==> config.mk <==
export PLATFORM = sky130hd
export DESIGN_NAME = link_credit_pacer_unit
export DESIGN_NICKNAME = d
export VERILOG_FILES = /design/src/lcp_pkg.sv /design/src/lcp_serial_div.sv /design/src/lcp_out_stage.sv /design/src/link_credit_pacer_unit.sv
export SDC_FILE = /design/constraint.sdc
export NUM_CORES = 1
export LEC_CHECK = 0
export ABC_AREA = 1
export BUFFER_PORTS_ARGS = -buffer_cell sky130_fd_sc_hd__buf_2
export CORE_MARGIN = 2
export CORE_UTILIZATION = 40
export CTS_CLUSTER_DIAMETER = 100
export CTS_CLUSTER_SIZE = 25
export DETAILED_ROUTE_END_ITERATION = 10
export MAX_ROUTING_LAYER = met4
export SLEW_MARGIN = 20
export SYNTH_ARGS = -nofsm -noshare
export SYNTH_HDL_FRONTEND = slang
export SYNTH_SLANG_ARGS = --single-unit
==> constraint.sdc <==
create_clock -name aclk -period 7.3 [get_ports aclk]
set_clock_uncertainty 0.1 [all_clocks]
set_input_delay 1.46 -clock aclk [delete_from_list [all_inputs] [get_ports aclk]]
set_output_delay 1.46 -clock aclk [all_outputs]
set_load 0.02 [all_outputs]
==> src/lcp_pkg.sv <==
// Shared types and constants for the link credit pacer.
`timescale 1ns / 1ps
`default_nettype none
package lcp_pkg;

    localparam int SIZE_W          = 16;
    localparam int SPEED_W         = 16;
    localparam int DELAY_W         = 16;
    localparam int CREDIT_W        = 10;
    localparam int NOW_W           = 32;
    localparam int REL_W           = 32;
    localparam int CFG_IDX_W       = 2;
    localparam int CFG_DATA_W      = 16;
    localparam int TIME_BITS_DEF   = 32;
    // dividend is at most 65535 + 1538 or 65535 + 65534, both fit 17 bits
    localparam int DIV_BITS        = 17;
    localparam logic [DIV_BITS-1:0] CREDIT_OVERHEAD = 17'd1538;

    typedef enum logic [CFG_IDX_W-1:0] {
        CFG_LINK_SPEED   = 2'd0,
        CFG_PROP_DELAY   = 2'd1,
        CFG_CREDIT_LIMIT = 2'd2
    } cfg_idx_t;

    localparam logic CMD_ENQUEUE = 1'b0;
    localparam logic CMD_ARRIVAL = 1'b1;

    typedef struct packed {
        logic              command;
        logic              is_credit;
        logic [SIZE_W-1:0] packet_size;
        logic [NOW_W-1:0]  now_time;
    } lcp_in_t;

    typedef struct packed {
        logic             dropped;
        logic [REL_W-1:0] release_time;
    } lcp_out_t;

    typedef struct packed {
        logic                done;
        logic [DIV_BITS-1:0] quotient;
    } lcp_div_res_t;

endpackage
`default_nettype wire

==> src/lcp_serial_div.sv <==
// Radix-2 restoring divider, one quotient bit per cycle.
`timescale 1ns / 1ps
`default_nettype none
module lcp_serial_div
    import lcp_pkg::*;
(
    input  wire logic                aclk,
    input  wire logic                aresetn,
    input  wire logic                start,
    input  wire logic [DIV_BITS-1:0] dividend,
    input  wire logic [SPEED_W-1:0]  divisor,
    output lcp_div_res_t             result
);

    localparam int CNT_W = $clog2(DIV_BITS + 1);

    logic [DIV_BITS-1:0] rem_reg, rem_next;
    logic [DIV_BITS-1:0] dvd_reg, dvd_next;
    logic [DIV_BITS-1:0] quo_reg, quo_next;
    logic [CNT_W-1:0]    cnt_reg, cnt_next;
    logic                busy_reg, busy_next;
    logic                done_reg, done_next;
    logic [DIV_BITS-1:0] trial;
    logic                fits;

    assign trial = {rem_reg[DIV_BITS-2:0], dvd_reg[DIV_BITS-1]};
    assign fits  = trial >= DIV_BITS'(divisor);

    always_comb begin
        rem_next  = rem_reg;
        dvd_next  = dvd_reg;
        quo_next  = quo_reg;
        cnt_next  = cnt_reg;
        busy_next = busy_reg;
        done_next = 1'b0;
        if (start) begin
            rem_next  = '0;
            dvd_next  = dividend;
            quo_next  = '0;
            cnt_next  = CNT_W'(DIV_BITS);
            busy_next = 1'b1;
        end else if (busy_reg) begin
            rem_next = fits ? trial - DIV_BITS'(divisor) : trial;
            dvd_next = {dvd_reg[DIV_BITS-2:0], 1'b0};
            quo_next = {quo_reg[DIV_BITS-2:0], fits};
            cnt_next = cnt_reg - 1'b1;
            if (cnt_reg == CNT_W'(1)) begin
                busy_next = 1'b0;
                done_next = 1'b1;
            end
        end
    end

    always_ff @(posedge aclk) begin
        if (!aresetn) begin
            busy_reg <= 1'b0;
            done_reg <= 1'b0;
            cnt_reg  <= '0;
        end else begin
            busy_reg <= busy_next;
            done_reg <= done_next;
            cnt_reg  <= cnt_next;
        end
        rem_reg <= rem_next;
        dvd_reg <= dvd_next;
        quo_reg <= quo_next;
    end

    assign result.done     = done_reg;
    assign result.quotient = quo_reg;

endmodule
`default_nettype wire

==> src/lcp_out_stage.sv <==
// Output register that holds one result beat until the receiver takes it.
`timescale 1ns / 1ps
`default_nettype none
module lcp_out_stage
    import lcp_pkg::*;
(
    input  wire logic     aclk,
    input  wire logic     aresetn,
    input  wire logic     load,
    input  wire lcp_out_t load_data,
    output logic          free,
    output logic          m_valid,
    input  wire logic     m_ready,
    output lcp_out_t      m_data
);

    logic     valid_reg, valid_next;
    lcp_out_t data_reg, data_next;

    assign free = !valid_reg || m_ready;

    always_comb begin
        valid_next = valid_reg;
        data_next  = data_reg;
        if (load && free) begin
            valid_next = 1'b1;
            data_next  = load_data;
        end else if (m_ready) begin
            valid_next = 1'b0;
        end
    end

    always_ff @(posedge aclk) begin
        if (!aresetn) begin
            valid_reg <= 1'b0;
        end else begin
            valid_reg <= valid_next;
        end
        data_reg <= data_next;
    end

    assign m_valid = valid_reg;
    assign m_data  = data_reg;

endmodule
`default_nettype wire

==> src/link_credit_pacer_unit.sv <==
// Top level of the link credit pacer: control sequencer and pacing state.
//
// Input channel s_valid/s_ready/s_data carries enqueue and arrival beats;
// result channel m_valid/m_ready/m_data returns one beat per enqueue and
// none per arrival. cfg_we/cfg_addr/cfg_wdata write link speed, propagation
// delay and credit limit; write them only while the block is idle.
// An enqueue that is not dropped, or a data arrival, runs the bit-serial
// divider by link speed. For an enqueue, the divider forms the 17 quotient
// bits at one bit per cycle; ST_TXTIME then forms the transmission time,
// ST_APPLY and ST_FINISH update the state and form the release time, and
// ST_EMIT loads the output register. m_valid and s_ready both rise at the
// same edge, so the result and the next item can be taken together.
// A data arrival returns to idle from ST_APPLY, with no result. A dropped
// credit goes straight to ST_EMIT without the divider; a credit arrival
// only lowers a nonzero credit count and leaves s_ready high.
// If the receiver stalls, the finished result waits in the output register
// while the next item is taken; a further result waits for that register.
// Reset (synchronous, active low) clears the credit count, next credit
// slot and backlog, and sets speed 1, delay 0, limit 8.
`timescale 1ns / 1ps
`default_nettype none
module link_credit_pacer_unit
    import lcp_pkg::*;
#(
    parameter int TIME_BITS = TIME_BITS_DEF
) (
    input  wire logic                  aclk,
    input  wire logic                  aresetn,
    input  wire logic                  cfg_we,
    input  wire logic [CFG_IDX_W-1:0]  cfg_addr,
    input  wire logic [CFG_DATA_W-1:0] cfg_wdata,
    input  wire logic                  s_valid,
    output logic                       s_ready,
    input  wire lcp_in_t               s_data,
    output logic                       m_valid,
    input  wire logic                  m_ready,
    output lcp_out_t                   m_data
);

    typedef enum logic [2:0] {
        ST_IDLE,
        ST_DIVIDE,
        ST_TXTIME,
        ST_APPLY,
        ST_FINISH,
        ST_EMIT
    } state_t;

    state_t                 state_reg, state_next;
    logic [SPEED_W-1:0]     speed_reg, speed_next;
    logic [DELAY_W-1:0]     delay_reg, delay_next;
    logic [CREDIT_W-1:0]    limit_reg, limit_next;
    logic [CREDIT_W-1:0]    count_reg, count_next;
    logic [TIME_BITS-1:0]   slot_reg, slot_next;
    logic [TIME_BITS-1:0]   backlog_reg, backlog_next;
    logic                   cmd_reg, cmd_next;
    logic                   credit_reg, credit_next;
    logic [TIME_BITS-1:0]   now_reg, now_next;
    logic [TIME_BITS-1:0]   step_reg, step_next;
    logic [TIME_BITS-1:0]   release_reg, release_next;
    logic                   drop_reg, drop_next;

    logic                   accept;
    logic                   div_start;
    logic [DIV_BITS-1:0]    dividend;
    lcp_div_res_t           div_res;
    logic                   out_load;
    logic                   out_free;
    lcp_out_t               out_beat;

    assign s_ready = (state_reg == ST_IDLE);
    assign accept  = s_valid && s_ready;

    // credit: floor((size + overhead) / speed); data: ceil(size / speed)
    assign dividend = s_data.is_credit
                    ? DIV_BITS'(s_data.packet_size) + CREDIT_OVERHEAD
                    : DIV_BITS'(s_data.packet_size) + DIV_BITS'(speed_reg)
                      - DIV_BITS'(1);

    always_comb begin
        state_next   = state_reg;
        speed_next   = speed_reg;
        delay_next   = delay_reg;
        limit_next   = limit_reg;
        count_next   = count_reg;
        slot_next    = slot_reg;
        backlog_next = backlog_reg;
        cmd_next     = cmd_reg;
        credit_next  = credit_reg;
        now_next     = now_reg;
        step_next    = step_reg;
        release_next = release_reg;
        drop_next    = drop_reg;
        div_start    = 1'b0;
        out_load     = 1'b0;

        if (cfg_we) begin
            unique case (cfg_addr)
                CFG_LINK_SPEED:   speed_next = SPEED_W'(cfg_wdata);
                CFG_PROP_DELAY:   delay_next = DELAY_W'(cfg_wdata);
                CFG_CREDIT_LIMIT: limit_next = CREDIT_W'(cfg_wdata);
                default:          ;
            endcase
        end

        unique case (state_reg)
            ST_IDLE: begin
                if (accept) begin
                    cmd_next    = s_data.command;
                    credit_next = s_data.is_credit;
                    now_next    = TIME_BITS'(s_data.now_time);
                    drop_next   = 1'b0;
                    if (s_data.is_credit && s_data.command == CMD_ARRIVAL) begin
                        if (count_reg != '0) begin
                            count_next = count_reg - 1'b1;
                        end
                    end else if (s_data.is_credit && count_reg >= limit_reg) begin
                        drop_next    = 1'b1;
                        release_next = '0;
                        state_next   = ST_EMIT;
                    end else begin
                        if (s_data.is_credit) begin
                            count_next = count_reg + 1'b1;
                        end
                        div_start  = 1'b1;
                        state_next = ST_DIVIDE;
                    end
                end
            end
            ST_DIVIDE: begin
                if (div_res.done) begin
                    state_next = ST_TXTIME;
                end
            end
            ST_TXTIME: begin
                // zero speed: zero step, so no transmission time or delay; slot stays at release
                if (speed_reg == '0) begin
                    step_next = '0;
                end else if (credit_reg) begin
                    step_next = TIME_BITS'(div_res.quotient);
                end else begin
                    step_next = TIME_BITS'(div_res.quotient) + TIME_BITS'(delay_reg);
                end
                state_next = ST_APPLY;
            end
            ST_APPLY: begin
                if (credit_reg) begin
                    release_next = (slot_reg > now_reg) ? slot_reg : now_reg;
                    state_next   = ST_FINISH;
                end else if (cmd_reg == CMD_ARRIVAL) begin
                    backlog_next = (backlog_reg > step_reg) ? backlog_reg - step_reg : '0;
                    state_next   = ST_IDLE;
                end else begin
                    backlog_next = backlog_reg + step_reg;
                    state_next   = ST_FINISH;
                end
            end
            ST_FINISH: begin
                if (credit_reg) begin
                    slot_next = release_reg + step_reg;
                end else begin
                    release_next = now_reg + backlog_reg;
                end
                state_next = ST_EMIT;
            end
            ST_EMIT: begin
                out_load = 1'b1;
                if (out_free) begin
                    state_next = ST_IDLE;
                end
            end
            default: state_next = ST_IDLE;
        endcase
    end

    always_ff @(posedge aclk) begin
        if (!aresetn) begin
            state_reg   <= ST_IDLE;
            speed_reg   <= SPEED_W'(1);
            delay_reg   <= '0;
            limit_reg   <= CREDIT_W'(8);
            count_reg   <= '0;
            slot_reg    <= '0;
            backlog_reg <= '0;
        end else begin
            state_reg   <= state_next;
            speed_reg   <= speed_next;
            delay_reg   <= delay_next;
            limit_reg   <= limit_next;
            count_reg   <= count_next;
            slot_reg    <= slot_next;
            backlog_reg <= backlog_next;
        end
        cmd_reg     <= cmd_next;
        credit_reg  <= credit_next;
        now_reg     <= now_next;
        step_reg    <= step_next;
        release_reg <= release_next;
        drop_reg    <= drop_next;
    end

    assign out_beat.dropped      = drop_reg;
    assign out_beat.release_time = REL_W'(release_reg);

    lcp_serial_div u_div (
        .aclk     (aclk),
        .aresetn  (aresetn),
        .start    (div_start),
        .dividend (dividend),
        .divisor  (speed_reg),
        .result   (div_res)
    );

    lcp_out_stage u_out (
        .aclk      (aclk),
        .aresetn   (aresetn),
        .load      (out_load),
        .load_data (out_beat),
        .free      (out_free),
        .m_valid   (m_valid),
        .m_ready   (m_ready),
        .m_data    (m_data)
    );

endmodule
`default_nettype wire

# Word-level counts from Yosys, hierarchy flattened
# Cells that the tools add are included.
[classes] addsub=12 mul=0 div=0 order_cmp=4 n_eq_ne=17 shifts=0 muxes=40 bitwise_logic=3 reduce_logical=26
[op_table] cell="$mux 32" n=8
[op_table] cell="$pmux 32 s3" n=1
[op_table] cell="$mux 17" n=4
[op_table] cell="$add 32x18->32" n=2
[op_table] cell="$mux 10" n=4
[op_table] cell="$add 32x32->32" n=1
[op_table] cell="$gt 32x18->1" n=1
[op_table] cell="$gt 32x32->1" n=1
[op_table] cell="$sub 32x18->32" n=1
[op_table] cell="$mux 3" n=7
[op_table] cell="$add 17x16->18" n=1
[op_table] cell="$pmux 3 s6" n=1
[op_table] cell="$add 16x11->17 const B" n=1
[op_table] cell="$add 16x16->17" n=1
[op_table] cell="$ge 17x16->1" n=1
[op_table] cell="$sub 17x1->17 const B" n=1
[op_table] cell="$logic_not 16->1" n=1
[op_table] cell="$mux 16" n=1
[op_table] cell="$sub 16x16->16" n=1
[op_table] cell="$mux 1" n=12
[op_table] cell="$reduce_and 2->1" n=6
[op_table] cell="$add 10x1->10 const B" n=1
[op_table] cell="$ge 10x10->1" n=1
[op_table] cell="$mux 5" n=2
[op_table] cell="24 further kinds" n=41
[totals] regBits=295 latchBits=0 ramBits=0 rom_bits=0 in_bits=73 wordCells=126 n_memories=0

# Longest topological paths before layout
# Gate-level depths: netlist of run 1.
[depth] ltp_word=7 depth_mapped=19 mapped_depth_nobuf=18

# Hierarchy
# A second synthesis of run 1 with hierarchy kept.
[unflattened] cells_unflattened=3421 area_unflattened_um2=23272.3
[modules_own_cells] mod="link_credit_pacer_unit" n_inst=1 cells_per_inst=2887 area_each_um2=18701.7
[modules_own_cells] mod="lcp_serial_div" n_inst=1 cells_per_inst=494 area_each_um2=3528.4
[modules_own_cells] mod="lcp_out_stage" n_inst=1 cells_per_inst=40 area_each_um2=1042.2

# Least setup slack after synthesis of run 1
# No wires, ideal clock.
[synth_path] kind="in2reg" from="in m_ready" to="reg u_out.data_reg (netlist bit u_out.m_data[0]), enable pin" setup_time_ps=506 arrival_ps=4667 required_time_ps=6694 slack_ps=2027 cell_stages=2 path_buffers=0 path_cell_list="nor2_1 > nor4_1"
[synth_via] elab_chain_cells=2
[synth_lines] element="start, declared" line_no="link_credit_pacer_unit.sv:36" rtl="input wire logic m_ready,"
[synth_lines] element="$logic_or 1x1->1" line_no="lcp_out_stage.sv:20" rtl="assign free = !valid_reg || m_ready;"
[synth_lines] element="$logic_and 1x1->1" line_no="lcp_out_stage.sv:25" rtl="if (load && free) begin"
[synth_lines] element="end signal, assigned" line_no="lcp_out_stage.sv:39" rtl="data_reg <= data_next;"
[synth_lines] element="end, declared" line_no="lcp_out_stage.sv:18" rtl="lcp_out_t data_reg, data_next;"
# Every way passes these cells.
# A chain may end at the register's enable or synchronous reset.

# Worst setup path in the final report of run 1
[layout_path] from="in s_data[48] in the netlist's numbering" to="reg u_div.quo_reg[13]"
[layout_via] elab_chain_cells=5
[layout_lines] element="start, declared" line_no="link_credit_pacer_unit.sv:34" rtl="input wire lcp_in_t s_data,"
[layout_lines] element="$logic_and 1x1->1" line_no="link_credit_pacer_unit.sv:117" rtl="end else if (s_data.is_credit && count_reg >= limit_reg) begin"
[layout_lines] element="$mux 1" line_no="link_credit_pacer_unit.sv:117"
[layout_lines] element="$mux 1 (*)" line_no="link_credit_pacer_unit.sv:113" rtl="if (s_data.is_credit && s_data.command == CMD_ARRIVAL) begin"
[layout_lines] element="$mux 1 (*)" line_no="link_credit_pacer_unit.sv:108" rtl="if (accept) begin"
[layout_lines] element="$mux 1 (*)" line_no="link_credit_pacer_unit.sv:106" rtl="unique case (state_reg)"
[layout_lines] element="end signal, assigned" line_no="lcp_serial_div.sv:66" rtl="quo_reg <= quo_next;"
[layout_lines] element="end, declared" line_no="lcp_serial_div.sv:19" rtl="logic [DIV_BITS-1:0] quo_reg, quo_next;"
# Mark *: on every way between the ends. The rest lies on a longest branch, timed or not.

==> implementation parameters, run 1 <==
Parameter                              Value

Clock tree
  Number of gates resized after cts ... 0
  CTS tree ... built
  Root buffer cell ... clkbuf_16
  CTS buffer count ... 18
  Clock latency of the later-clocked register in the worst-skew pair ... 560 ps
  Clock input transition at the sequential cells of the worst setup and hold paths ... 90 ps
  Sinks on the clock net ... 295
  H-Tree Level Count ... 1
  Post-CTS Setup Bufs ... 0
  CTS hold repair buffers ... 0
  Maximum buffer depth of the clock tree ... 3

Layout
  Final design area excluding fillers ... 25100 µm²
  Area taken by multi-input logic gates ... 13500 µm²
  Total area of sequential cells ... 7260 µm²
  Flip-flop count of the largest register, all copies and words added ... 33
  Fillcell total ... 6106
  Final core utilization ... 0.435
  # nets final ... 3775
  Layout overhead on the synthesized area ... 7.91%
  Layout cells sized above 1 ... 0.0682

Global routing
  GRT Util Overall ... 0.248
  Maximum number of pins on one net before global-route repair ... 80
  Via count of the first global-routing pass ... 20317
  Global route overflow ... 0
  Wire length of the first global-routing pass ... 114000 µm
  Antenna violations before repair ... 4

Worst setup path
  Required arrival time at the worst endpoint ... 7640 ps
  Sort of element at the end of the critical path ... register
  Reg2reg setup slack ... 3640 ps
  Crit path largest cell delay ... 790 ps
  R2r endpoint ... u_div.quo_reg[13]
  Standard cell with the maximum stage delay on the critical path ... nand2_2
  Worst setup path class ... in -> reg
  CP cell instances ... buf_2 > nand2_1 > nand3_2 > nand2_2 > inv_2 > a21oi_1 > inv_1
  Top delay family on crit path ... simple AND/OR/NAND/NOR gates
  Depth of the worst register-to-register path ... 12
  Origin of the critical flop-to-flop path ... count_reg[0]
  Buf/Inv on CP ... 3
  Critical path data arrival time ... 4040 ps
  CP Launch Type ... primary input
  Maximum fanout along the worst path ... 32

Timing
  Sum Neg Setup Slack ... 0 ps
  Number of endpoints with negative hold slack in the final report ... 0
  Slew HR ... 0.354
  Post-layout minimum cycle time ... 3700 ps
  Worst Tran Pin Value ... 966 ps
  Unrepaired setup endpoints after global routing ... no
  Highest attainable clock frequency ... 0.271 GHz
  Share of the clock period used by the worst path ... 0.506
  Total setup violations reported at the end of the flow ... 0
  Slew Limit Fails ... 0

Placed design
  RePlAce Congestion ... 0.996
  Placed inst area ... 24400 µm²
  Estimated wirelength of the detail-placed design ... 58700 µm
  Number of port buffers ... 107

Yosys
  Synthesized Nets ... 3720
  Unique cell type count in the Yosys netlist ... 52
  Biggest area contributors in the synthesized netlist ... edfxtp_1 (17%), nand2_1 (14%), dfxtp_1 (14%), ha_1 (11%), inv_1 (8.5%)
  Post-synthesis area per instance ... 6.75 µm²
  Portion of the post-synthesis area used by sequential elements ... 0.313
  Seq cells post-synth ... 295
  Synth async-reset ratio ... 0
  Post-synthesis instance area ... 23200 µm²
  Most used DFF post-synth ... dfxtp_1
  Post-synthesis cell type with the largest combined area ... edfxtp_1
  Post-synth EDFFs ... 135
  Number of instances in the synthesized netlist ... 3438
  Yosys synthesis warning count ... 0
  Share of the synthesized area in the top cell type ... 0.175

Pwr
  Clock network fraction of design power ... 0.168
  Worst supply voltage drop on vdd ... 0.335 mV
  Static Leakage ... 12.5 nW
  Combinational Power Share ... 0.477
  Cell Pwr Density ... 289 nW/µm²
  Switch share ... 0.460
  Total internal power ... 3.91 mW
  Net load switching power ... 3.33 mW
  Sequential fraction of design power ... 0.355

Routing
  Vias after detailed routing ... 22048
  Total length of routed wires ... 73200 µm
  Post-DR wirelength/cell ... 17.1 µm
  Number of DRC markers in iteration 0 ... 1633
  Initial DRT Pass Iterations ... 6
  Total DRC errors in the routed layout ... 0
  Vias per cell ... 5.16
  Final antenna-violating net count ... 0

Floorplanning
  Vert. Die Dim ... 245 µm
  # rows ... 88
  Core area ... 57600 µm²
  Initial standard-cell utilization of the core ... 0.403
  Area enclosed by the die boundary ... 60000 µm²
  Die width ... 245 µm
  I/O pins ... 108

Run
  Max-cap violations ... 0

Run status
  Status ... complete, no violations

Min path
  Hold Startpoint ... release_reg[4]
  Number of instances on the worst hold path ... 0
  Hold-critical path endpoint ... u_out.m_data[4]
  HP Class ... reg -> reg
[worst register-to-register path, stage by stage, from the launching register on]
cell     delay, ps
dfxtp_1        400
inv_1          150
ha_1           300
o21ai_0        180
nand2_1         70
nand3_1         80
nand4_1        140
nand2_1        200
nand3_2        470
nand2_2        810
inv_2          370
a21oi_1        240
inv_1           50
[cells in the mapped netlist, types with 8 or more instances]
master / n
nor3_1: 47
nor4_1: 11
buf_4: 11
nand3b_1: 18
inv_2: 17
a21oi_2: 10
nor2_1: 303
xor2_1: 44
dfxtp_1: 160
fa_1: 8
o21bai_1: 13
o211ai_1: 14
nand3_2: 11
o21a_1: 11
a21o_1: 13
clkbuf_1: 47
ha_1: 201
inv_1: 524
o21ai_1: 8
a21oi_1: 295
nand2_1: 862
edfxtp_1: 135
xnor2_1: 19
or2_2: 11
a31oi_1: 9
nand3_1: 278
o21ai_0: 231
buf_2: 25
nand4_1: 37
nand2_2: 17
[final cells by class]
type | count | area share
Clock inverter | 8 | 0.00474
Inverter | 547 | 0.0820
Tap cell | 765 | 0.0382
Timing Repair Buffer | 123 | 0.0262
Multi-Input combinational cell | 2508 | 0.538
Antenna cell | 3 | 0.000300
Clock buffer | 24 | 0.0205
Sequential cell | 295 | 0.290
[kinds of logic (layout without fill, tap and decap cells)]
family	after synthesis	in the layout	share of synthesized area
AO/OA/AOI/OAI	617	617	0.142
XOR/XNOR	63	63	0.0238
adder cells (fa/ha/maj)	209	209	0.115
buffers and inverters	635	702	0.108
flip-flops	295	295	0.313
other	0	3	0
AND/OR/NAND/NOR	1619	1619	0.299
[stage by stage]
step	hold slack (ps)	total power, mW	cells	setup WS (ps)
floorplan	300	5.08	3438	2030
global placement	328	6.04	4238	3020
detailed placement	353	6.04	4238	2980
CTS	378	7.27	4270	3570
global route	391	7.86	4273	3230
finish	379	7.25	4273	3600
[worst max-delay path by stage]
stage,startpoint,endpoint,slack [ps],cells past startpoint
after floorplan,m_ready,u_out.m_data[0],2030,2
after global placement,s_data[48],u_div.quo_reg[4],3020,7
after detailed placement,s_data[48],u_div.quo_reg[13],2980,7
after CTS,s_data[48],u_div.quo_reg[13],3570,7
after global routing,count_reg[0],u_div.quo_reg[13],3230,12
final,s_data[48],u_div.quo_reg[13],3600,7
[placed cells by master (no fill, tap or decap), types with 11 or more instances in the layout]
master and n:
ha_1 201, xnor2_1 19, xor2_1 44, edfxtp_1 135, nand3_2 11, buf_4 16, inv_1 524, buf_2 107
dfxtp_1 160, o21bai_1 13, nand3b_1 18, o21ai_0 231, inv_2 17, nor2_1 302, a21o_1 13, nand2_2 17
o21a_1 11, o211ai_1 14, nand3_1 278, nor3_1 47, clkbuf_16 19, nand4_1 37, nand2_1 862, a21oi_1 294
or2_2 11
[routing by layer]
layer | part of all wire | global-route usage | up-vias | wire length [µm]
met5 | 0 | - | - | 0
met4 | 0.023 | 0.0552 | 0 | 1680
met3 | 0.050 | 0.0216 | 84 | 3690
met2 | 0.46 | 0.403 | 583 | 33400
met1 | 0.47 | 0.334 | 10016 | 34300
li1 | - | - | 11365 | -
[power by group through the flow]
stage	combinational (mW)	clock (mW)	sequential, mW
3_3_place_gp	3.43	0	2.60
5_1_grt	3.94	1.30	2.61
2_1_floorplan	2.62	0	2.46
6_report	3.46	1.21	2.57
4_1_cts	3.46	1.25	2.56
3_5_place_dp	3.44	0	2.60
Power figures use the tool's default switching activity.
==> run 2: changes to the inputs <==
Clock period 7.3 ns to 3.2 ns, I/O delays scaled along.
==> run 2 against run 1 <==
Net effect:
- register-to-register slack worse by 3200 ps
- combinational power is 140% higher
- clock-buffer cell count is 2 lower
- sequential power grew 130%
- critical path depth increased by 5
- wire length up 2.0%
- power rose by 140%
- largest cell class unchanged
- worst hold slack got worse by 270 ps
- global-route usage up 0.65 points
- utilization rose by 0.58 points
- cell count grew 0.54%
- cell area up 1.3%
- highest routed layer unchanged
==> implementation parameters, run 2 (synthesized netlist as in run 1, its figures left out) <==
Parameter                              Value

Run status
  Status ... complete, no violations

Worst setup path
  Sort of element at the end of the critical path ... register
  Buf/Inv on CP ... 3
  Crit path largest cell delay ... 480 ps
  CP cell instances ... inv_1 > fa_1 > inv_1 > nand2_1 > o21ai_1 > inv_1 > o21bai_1 > nand4_1 > nand3_1 > nand2_1 > nand3_1 > nand2_1
  Standard cell with the maximum stage delay on the critical path ... dfxtp_1
  Worst setup path class ... reg -> reg
  Top delay family on crit path ... compound AO/OA/AOI/OAI gates
  Maximum fanout along the worst path ... 6
  Critical path data arrival time ... 3070 ps
  Required arrival time at the worst endpoint ... 3460 ps
  CP Launch Type ... register

Timing
  Share of the clock period used by the worst path ... 0.878
  Total setup violations reported at the end of the flow ... 0
  Post-layout minimum cycle time ... 2810 ps
  Sum Neg Setup Slack ... 0 ps
  Highest attainable clock frequency ... 0.356 GHz
  Unrepaired setup endpoints after global routing ... no
  Slew Limit Fails ... 0
  Number of endpoints with negative hold slack in the final report ... 0
  Worst Tran Pin Value ... 728 ps
  Slew HR ... 0.514

Global routing
  Maximum number of pins on one net before global-route repair ... 77
  GRT Util Overall ... 0.254
  Met3 track demand over resource in global routing ... 0.0209
  Global-route layer with the greatest usage ... met2
  Met1 track utilization from global routing ... 0.329
  Via count of the first global-routing pass ... 21174
  Antenna violations before repair ... 0
  Global route overflow ... 0
  Global-route met2 utilization ... 0.423
  Wire length of the first global-routing pass ... 116000 µm

Layout
  Most frequent cells in the layout ... nand2_1 (862), inv_1 (524), nor2_1 (302)
  N_diodes ... 0
  # nets final ... 3799
  Fillcell total ... 6053
  Layout overhead on the synthesized area ... 9.34%
  Most common cell after layout, fill and taps aside ... nand2_1
  Flip-flop count of the largest register, all copies and words added ... 33
  Layout cells sized above 1 ... 0.0753

Routing
  Vias per cell ... 5.18
  Vias after detailed routing ... 22232
  Total DRC errors in the routed layout ... 0
  Final antenna-violating net count ... 0
  Number of DRC markers in iteration 0 ... 1584
  Initial DRT Pass Iterations ... 5
  Post-DR wirelength/cell ... 17.4 µm
  Total length of routed wires ... 74600 µm

Clock tree
  H-Tree Level Count ... 1
  Maximum buffer depth of the clock tree ... 3
  Sinks on the clock net ... 295
  Root buffer cell ... clkbuf_16
  Number of gates resized after cts ... 0
  Clock latency of the later-clocked register in the worst-skew pair ... 600 ps
  CTS buffer count ... 20
  Post-CTS Setup Bufs ... 0
  Clock input transition at the sequential cells of the worst setup and hold paths ... 100 ps
  CTS hold repair buffers ... 0
  CTS tree ... built

Pwr
  Clock network fraction of design power ... 0.179
  Switch share ... 0.460
  Worst supply voltage drop on vdd ... 0.372 mV
  Combinational Power Share ... 0.480
  Sequential fraction of design power ... 0.342
  Cell Pwr Density ... 671 nW/µm²
  Static Leakage ... 12.7 nW
  Total internal power ... 9.20 mW
  Net load switching power ... 7.84 mW
  Total Power ... 17.0 mW

Floorplanning
  Die width ... 245 µm
  # rows ... 88
  Core area ... 57600 µm²
  Vert. Die Dim ... 245 µm
  I/O pins ... 108
  Area enclosed by the die boundary ... 60000 µm²
  Initial standard-cell utilization of the core ... 0.403

Placed design
  Number of port buffers ... 107
  RePlAce Congestion ... 0.973
  Estimated wirelength of the detail-placed design ... 59600 µm

Min path
  HP Class ... in -> reg

Run
  Max-cap violations ... 0
==> run 2: cell types whose count changed in the layout (fill, tap and decap cells not counted), sizes merged <==
cell	change
buf	+22
bufinv	+1
clkbuf	-2
clkinv	+3
diode	-3
inv	+2
==> run 2: worst register-to-register path, delay by kind of cell (launching register included) <==
family                     cells  cell delay, ps
AOI/OAI and AO/OA              2             640
and+or+nand+nor                6             630
DFF                            1             480
adders and majority gates      1             430
buffers and inverters          3             340
==> run 2: layout make-up <==
| cell class | instances | area (µm²) | share of cell area |
|---|---|---|---|
| clock inverter | 14 | 229 | 0.00902 |
| sequential | 295 | 7260 | 0.286 |
| timing repair buffer | 145 | 883 | 0.0348 |
| multi-input combinational | 2508 | 13500 | 0.532 |
| tap | 765 | 957 | 0.0377 |
| inverter | 547 | 2050 | 0.0809 |
| clock buffer | 22 | 508 | 0.0200 |
==> run 2: worst paths after layout <==
path | cells after the start | from | slack, ps | to
setup / recovery | 12 | backlog_reg[1] | 390 | release_reg[24]
hold / removal | 1 | s_data[28] | 110 | now_reg[28]
setup reg to reg | 12 | backlog_reg[1] | 390 | release_reg[24]
hold reg to reg | 2 | limit_reg[4] | 370 | limit_reg[4]
==> run 2: routing by layer <==
layer,share of wire,wire [µm]
met4,0.032,2370
met1,0.45,33800
met2,0.47,34700
met5,0,0
met3,0.050,3740
==> run 2: through the flow <==
step	setup WS (ps)	std cells	hold slack, ps	util	instance area [µm²]
after floorplan	141	3438	300	-	23200
after global placement	177	4260	354	0.428	24700
after detailed placement	145	4260	358	0.428	24700
after CTS	359	4296	93.5	0.441	25400
after global routing	54.6	4296	90.1	0.441	25400
final	392	4296	112	0.441	25400
==> run 2: power groups by stage <==
stage / Clock (mW) / Sequential [mW] / Combinational (mW)
5_1_grt: 3.24 / 5.91 / 9.30
6_report: 3.04 / 5.82 / 8.17
2_1_floorplan: 0 / 5.60 / 6.00
3_3_place_gp: 0 / 5.89 / 8.08
3_5_place_dp: 0 / 5.89 / 8.10
4_1_cts: 3.13 / 5.80 / 8.15
